<file path="config.mk">
export PLATFORM = sky130hd
export DESIGN_NAME = salru_way_unit
export DESIGN_NICKNAME = d
export VERILOG_FILES = /design/src/hw/rtl/salru_pkg.sv /design/src/hw/rtl/salru_way_unit.sv
export SDC_FILE = /design/constraint.sdc
export NUM_CORES = 1
export LEC_CHECK = 0
export ABC_AREA = 1
export ABC_CLOCK_PERIOD_IN_PS = 1800
export BUFFER_PORTS_ARGS = -buffer_cell sky130_fd_sc_hd__clkbuf_2
export CAP_MARGIN = 40
export CORE_AREA = 2 2 39 41
export DETAILED_ROUTE_END_ITERATION = 8
export DIE_AREA = 0 0 41 43
export GPL_ROUTABILITY_DRIVEN = 0
export MAX_ROUTING_LAYER = met4
export PLACE_DENSITY_LB_ADDON = 0.05
export SLEW_MARGIN = 20
export SYNTH_ARGS = -nofsm -noshare
export SYNTH_HDL_FRONTEND = slang
export SYNTH_SLANG_ARGS = --single-unit
</file>
<file path="constraint.sdc">
create_clock -name vclk -period 1.8
set_input_delay 0.36 -clock vclk [all_inputs]
set_output_delay 0.36 -clock vclk [all_outputs]
set_load 0.02 [all_outputs]
</file>
<file path="src/hw/rtl/salru_pkg.sv">
`timescale 1ns / 1ps
// ----------------------------------------------------------------------------
// salru_pkg: shared types and constants for the LRU tag store
// Default geometry, stream field widths, access kinds and sequencer states.
// ----------------------------------------------------------------------------
package salru_pkg;

    localparam int NumSetsDef   = 64;
    localparam int WaysDef      = 8;
    localparam int LineBytesDef = 64;
    localparam int AddrBitsDef  = 32;

    // Result tdata width: hit..writebacks = 1+1+32+1+1+5*32 = 196 -> 200
    localparam int OutDataW = 200;
    // Request tdata width: address, access kind, is_fill = 35 -> 40
    localparam int InDataW  = 40;

    localparam logic [1:0] AccRead  = 2'd0;
    localparam logic [1:0] AccWrite = 2'd1;
    localparam logic [1:0] AccFetch = 2'd2;
    localparam logic [1:0] AccWback = 2'd3;

    typedef enum logic [2:0] {
        ST_CLEAR,
        ST_IDLE,
        ST_READ,
        ST_SCAN,
        ST_WRITE,
        ST_OUT
    } state_t;

endpackage

</file>
<file path="src/hw/rtl/salru_way_unit.sv">
`timescale 1ns / 1ps
// ----------------------------------------------------------------------------
// salru_way_unit: shared per-way compare unit
// Examines one way per cycle: tag match, invalid flag, LRU rank order.
// ----------------------------------------------------------------------------
module salru_way_unit
    import salru_pkg::*;
#(
    parameter int TAG_W  = 20,
    parameter int RANK_W = 3
)
(
    input  logic              valid,
    input  logic [TAG_W-1:0]  tag,
    input  logic [TAG_W-1:0]  req_tag,
    input  logic [RANK_W-1:0] rank,
    input  logic [RANK_W-1:0] best_rank,
    output logic              match,
    output logic              invalid,
    output logic              rank_ge
);

    // compare one way against the request
    always_comb
    begin
        match   = valid && (tag == req_tag);
        invalid = !valid;
        rank_ge = rank >= best_rank;
    end

endmodule

</file>
======== Word level (Yosys, flattened, before mapping) ========
Cells that the tools add are included.
Widths: inputs -> output; s select.
word-level totals
  input bits .............................. 47
  register bits after elaboration ......... 0
  output and inout port bits .............. 3
  logic and storage cells ................. 4
operators by class
  eq/ne operators ......................... 1
  reduce and logical (&&, ||, !) cells .... 2
  order comparisons ....................... 1
operators with widths
  kind               number
  $eq 20x20->1       1
  $ge 3x3->1         1
  $logic_and 1x1->1  1
  $logic_not 1->1    1

======== Depth between registers and ports, before layout ========
  depth in word-level cells ............... 2
  gate-level depth with buffers ........... 8
  gate-level depth less buffers ........... 8

======== Worst setup path after synthesis ========
OpenSTA, ideal clock, no wires.
  path kind ............................... input -> output
  start ................................... in best_rank[2]
  end ..................................... out rank_ge
  required time ........................... 1.440 ns
  buffers on the path ..................... 0
  data arrival time ....................... 1.097 ns
  setup slack ............................. 0.343 ns
  stages on the path ...................... 4
  cell sequence ........................... inv_1 ha_1 nand2_1 o211ai_1
between the ends
  longest elaborated chain between the ends .. 1
RTL lines
  item             RTL line              source
  start, declared  salru_way_unit.sv:17  input logic [RANK_W-1:0] best_rank,
  $ge 3x3->1       salru_way_unit.sv:28  rank_ge = rank >= best_rank;
  end, declared    salru_way_unit.sv:20  output logic rank_ge
Every way passes these cells.

======== Worst setup path in the final report ========
Ends and elaborated chain as after synthesis.

==> flow_summary_export.csv <==
group,metric,value,unit
detailed_routing,first_iter_violations,7,
placement,place_area,723,sq um
finish,area_growth,59.7,%
finish,stdcell_area,723,sq um
flow_run,maxCapViolations,0,
floorplanning,rows,14,
setup_path,crit_top_cell,"clkbuf_2",
finish,num_antenna_cells,0,
synth,yosysUniqueCellTypes,12,
setup_path,cp-start-kind,"input port",
synth,synth.avg_cell_area,4.31,sq um
synth,synth_top_area_frac,0.365,
finish,nFlopsAndLatches,0,
global_routing,grt_pass1_vias,504,
power_and_ir_drop,p_int,71.9,uW
power_and_ir_drop,seqPwrFrac,0,
power_and_ir_drop,power_density,191,mW/mm^2
min_path,min_from,"valid",
detailed_routing,routed_wl,998,um
timing,clock.fmax,660,MHz
synth,synth_most_common_cell,"nand2_1",
setup_path,path_cells,"clkbuf_2, inv_1, ha_1, nand2_1, o211ai_1, clkbuf_2",
finish,fin_cells,171,
synth,yosys_warnings,0,
setup_path,critPathMaxStageDelay,0.30,ns
clock_tree,ctsHoldBuffers,0,
clock_tree,cts-resized-gates,0,
timing,finalSetupViolations,0,
placement,dp_hpwl,980,um
power_and_ir_drop,clock_power_share,0,
synth,syn_inst,105,
timing,hold_viol,0,
setup_path,cpMaxStageDelayCell,"ha_1",
global_routing,grt_pass1_wl,1.55,mm
timing,tightest_slew,0.146,ns
synth,ys_seq_area_frac,0,
floorplanning,core,0.00138,sq mm
placement,place_inst,171,
floorplanning,die_y,43,um
setup_path,critPathBufInv,3,
timing,slew_headroom,0.901,
power_and_ir_drop,p_sw,66.0,uW
timing,setup_tns,0,ns
timing,fin_crit,1.52,ns
setup_path,arrival,1.16,ns
synth,synth_top_area_cell,"nand2_1",
finish,seqCellArea,0,sq um
global_routing,grt_max_degree,4,
power_and_ir_drop,vdd_ir_drop_max,0.102,mV
detailed_routing,postRouteAntennaNets,0,
run_status,status,"complete, no violations",
floorplanning,die_w,41,um
floorplanning,io_pins,50,
power_and_ir_drop,sw_frac_of_total,0.479,
setup_path,crit_family,"buffers and inverters",
floorplanning,die-area,0.00176,sq mm
synth,syn_area,453,sq um
placement,pre_cts_slack,0.276,ns
detailed_routing,num_vias,681,
finish,final_layout_size_suffix_gt1_frac,0.335,
setup_path,worstPathRequired,1.44,ns
finish,num-fill-cells,159,
detailed_routing,drc,0,
floorplanning,initial_core_util,0.327,
synth,netlist_top_cells_area,"nand2_1 36%, inv_1 26%, nor2_1 11%, ha_1 8.3%, nand3_1 3.3%",
timing,rsz0062_at_grt,"no",
timing,setup_ws,0.284,ns
global_routing,grt_usage,0.117,
synth,syn-num-nets,155,
finish,nClkBuffers,0,
timing,fin_hold_ws,0.975,ns
finish,nets,207,
global_routing,overflow,0,
detailed_routing,drtPass1Iterations,4,
power_and_ir_drop,p_leak,0.558,nW
global_routing,grt_antenna_before_repair,0,
clock_tree,post_cts_buffers,0,
setup_path,cp_max_fo,3,
min_path,whs_endpoint,"invalid",
power_and_ir_drop,combPwrFrac,1.000,
timing,finalMaxSlewViolations,0,
setup_path,criticalPathCategory,"input port to output port",
detailed_routing,drt-vias-per-instance,3.98,
synth,synthTopCellsByCount,"44 x nand2_1, 31 x inv_1, 13 x nor2_1",
timing,period_share,0.842,
placement,portBuffers,50,
setup_path,cp-end-kind,"output port",
min_path,hold_depth,3,
detailed_routing,wl_per_cell,5.84,um
min_path,hp-class,"input port to output port",
metal layers:
metal	share of wire	global-route usage	vias to the layer above
li1	-	-	405
met1	0.39	0.117	256
met2	0.54	0.241	20
met3	0.077	0	0
met4	0	0	0
met5	0	-	-
cell type report:
| cell class | instances | area, sq um | area share |
|---|---|---|---|
| Inverter | 31 | 116 | 0.161 |
| Multi-Input combinational cell | 74 | 337 | 0.465 |
| Tap cell | 16 | 20.0 | 0.0277 |
| Timing Repair Buffer | 50 | 250 | 0.346 |
stage by stage:
stage / util / power, mW
floorplan: - / 0.0716
CTS: 0.523 / 0.141
detailed placement: 0.523 / 0.140
global route: 0.523 / 0.162
finish: 0.523 / 0.138
global placement: 0.523 / 0.137
cell usage in the layout (no fill, tap or decap), types with 2 or more instances in the layout:
master	count
clkbuf_2	50
nor2_2	2
o22ai_1	2
o21ai_0	3
nor2_1	13
nand3_1	3
nand2_1	44
inv_1	31
ha_1	3
power groups by stage:
| stage | registers [mW] | clock network, mW | logic (mW) |
|---|---|---|---|
| 2_1_floorplan | 0 | 0 | 0.0716 |
| 3_5_place_dp | 0 | 0 | 0.140 |
| 5_1_grt | 0 | 0 | 0.162 |
| 4_1_cts | 0 | 0 | 0.141 |
| 6_report | 0 | 0 | 0.138 |
| 3_3_place_gp | 0 | 0 | 0.137 |
how the worst max path moves through the flow:
stage | startpoint | endpoint | slack (ns) | depth (start not counted)
after CTS | best_rank[2] | rank_ge | 0.28 | 6
after floorplan | best_rank[2] | rank_ge | 0.34 | 4
after detailed placement | best_rank[2] | rank_ge | 0.28 | 6
final | best_rank[2] | rank_ge | 0.28 | 6
after global routing | tag[4] | match | 0.17 | 10
after global placement | req_tag[7] | match | 0.30 | 10
logic make-up after synthesis:
group,Yosys count,synth area share
adder cells (fa/ha/maj),3,0.0829
AO/OA/AOI/OAI,7,0.0884
buffers and inverters,31,0.257
AND/OR/NAND/NOR,62,0.533
XOR/XNOR,2,0.0387
(Power assumes the default switching activity.)
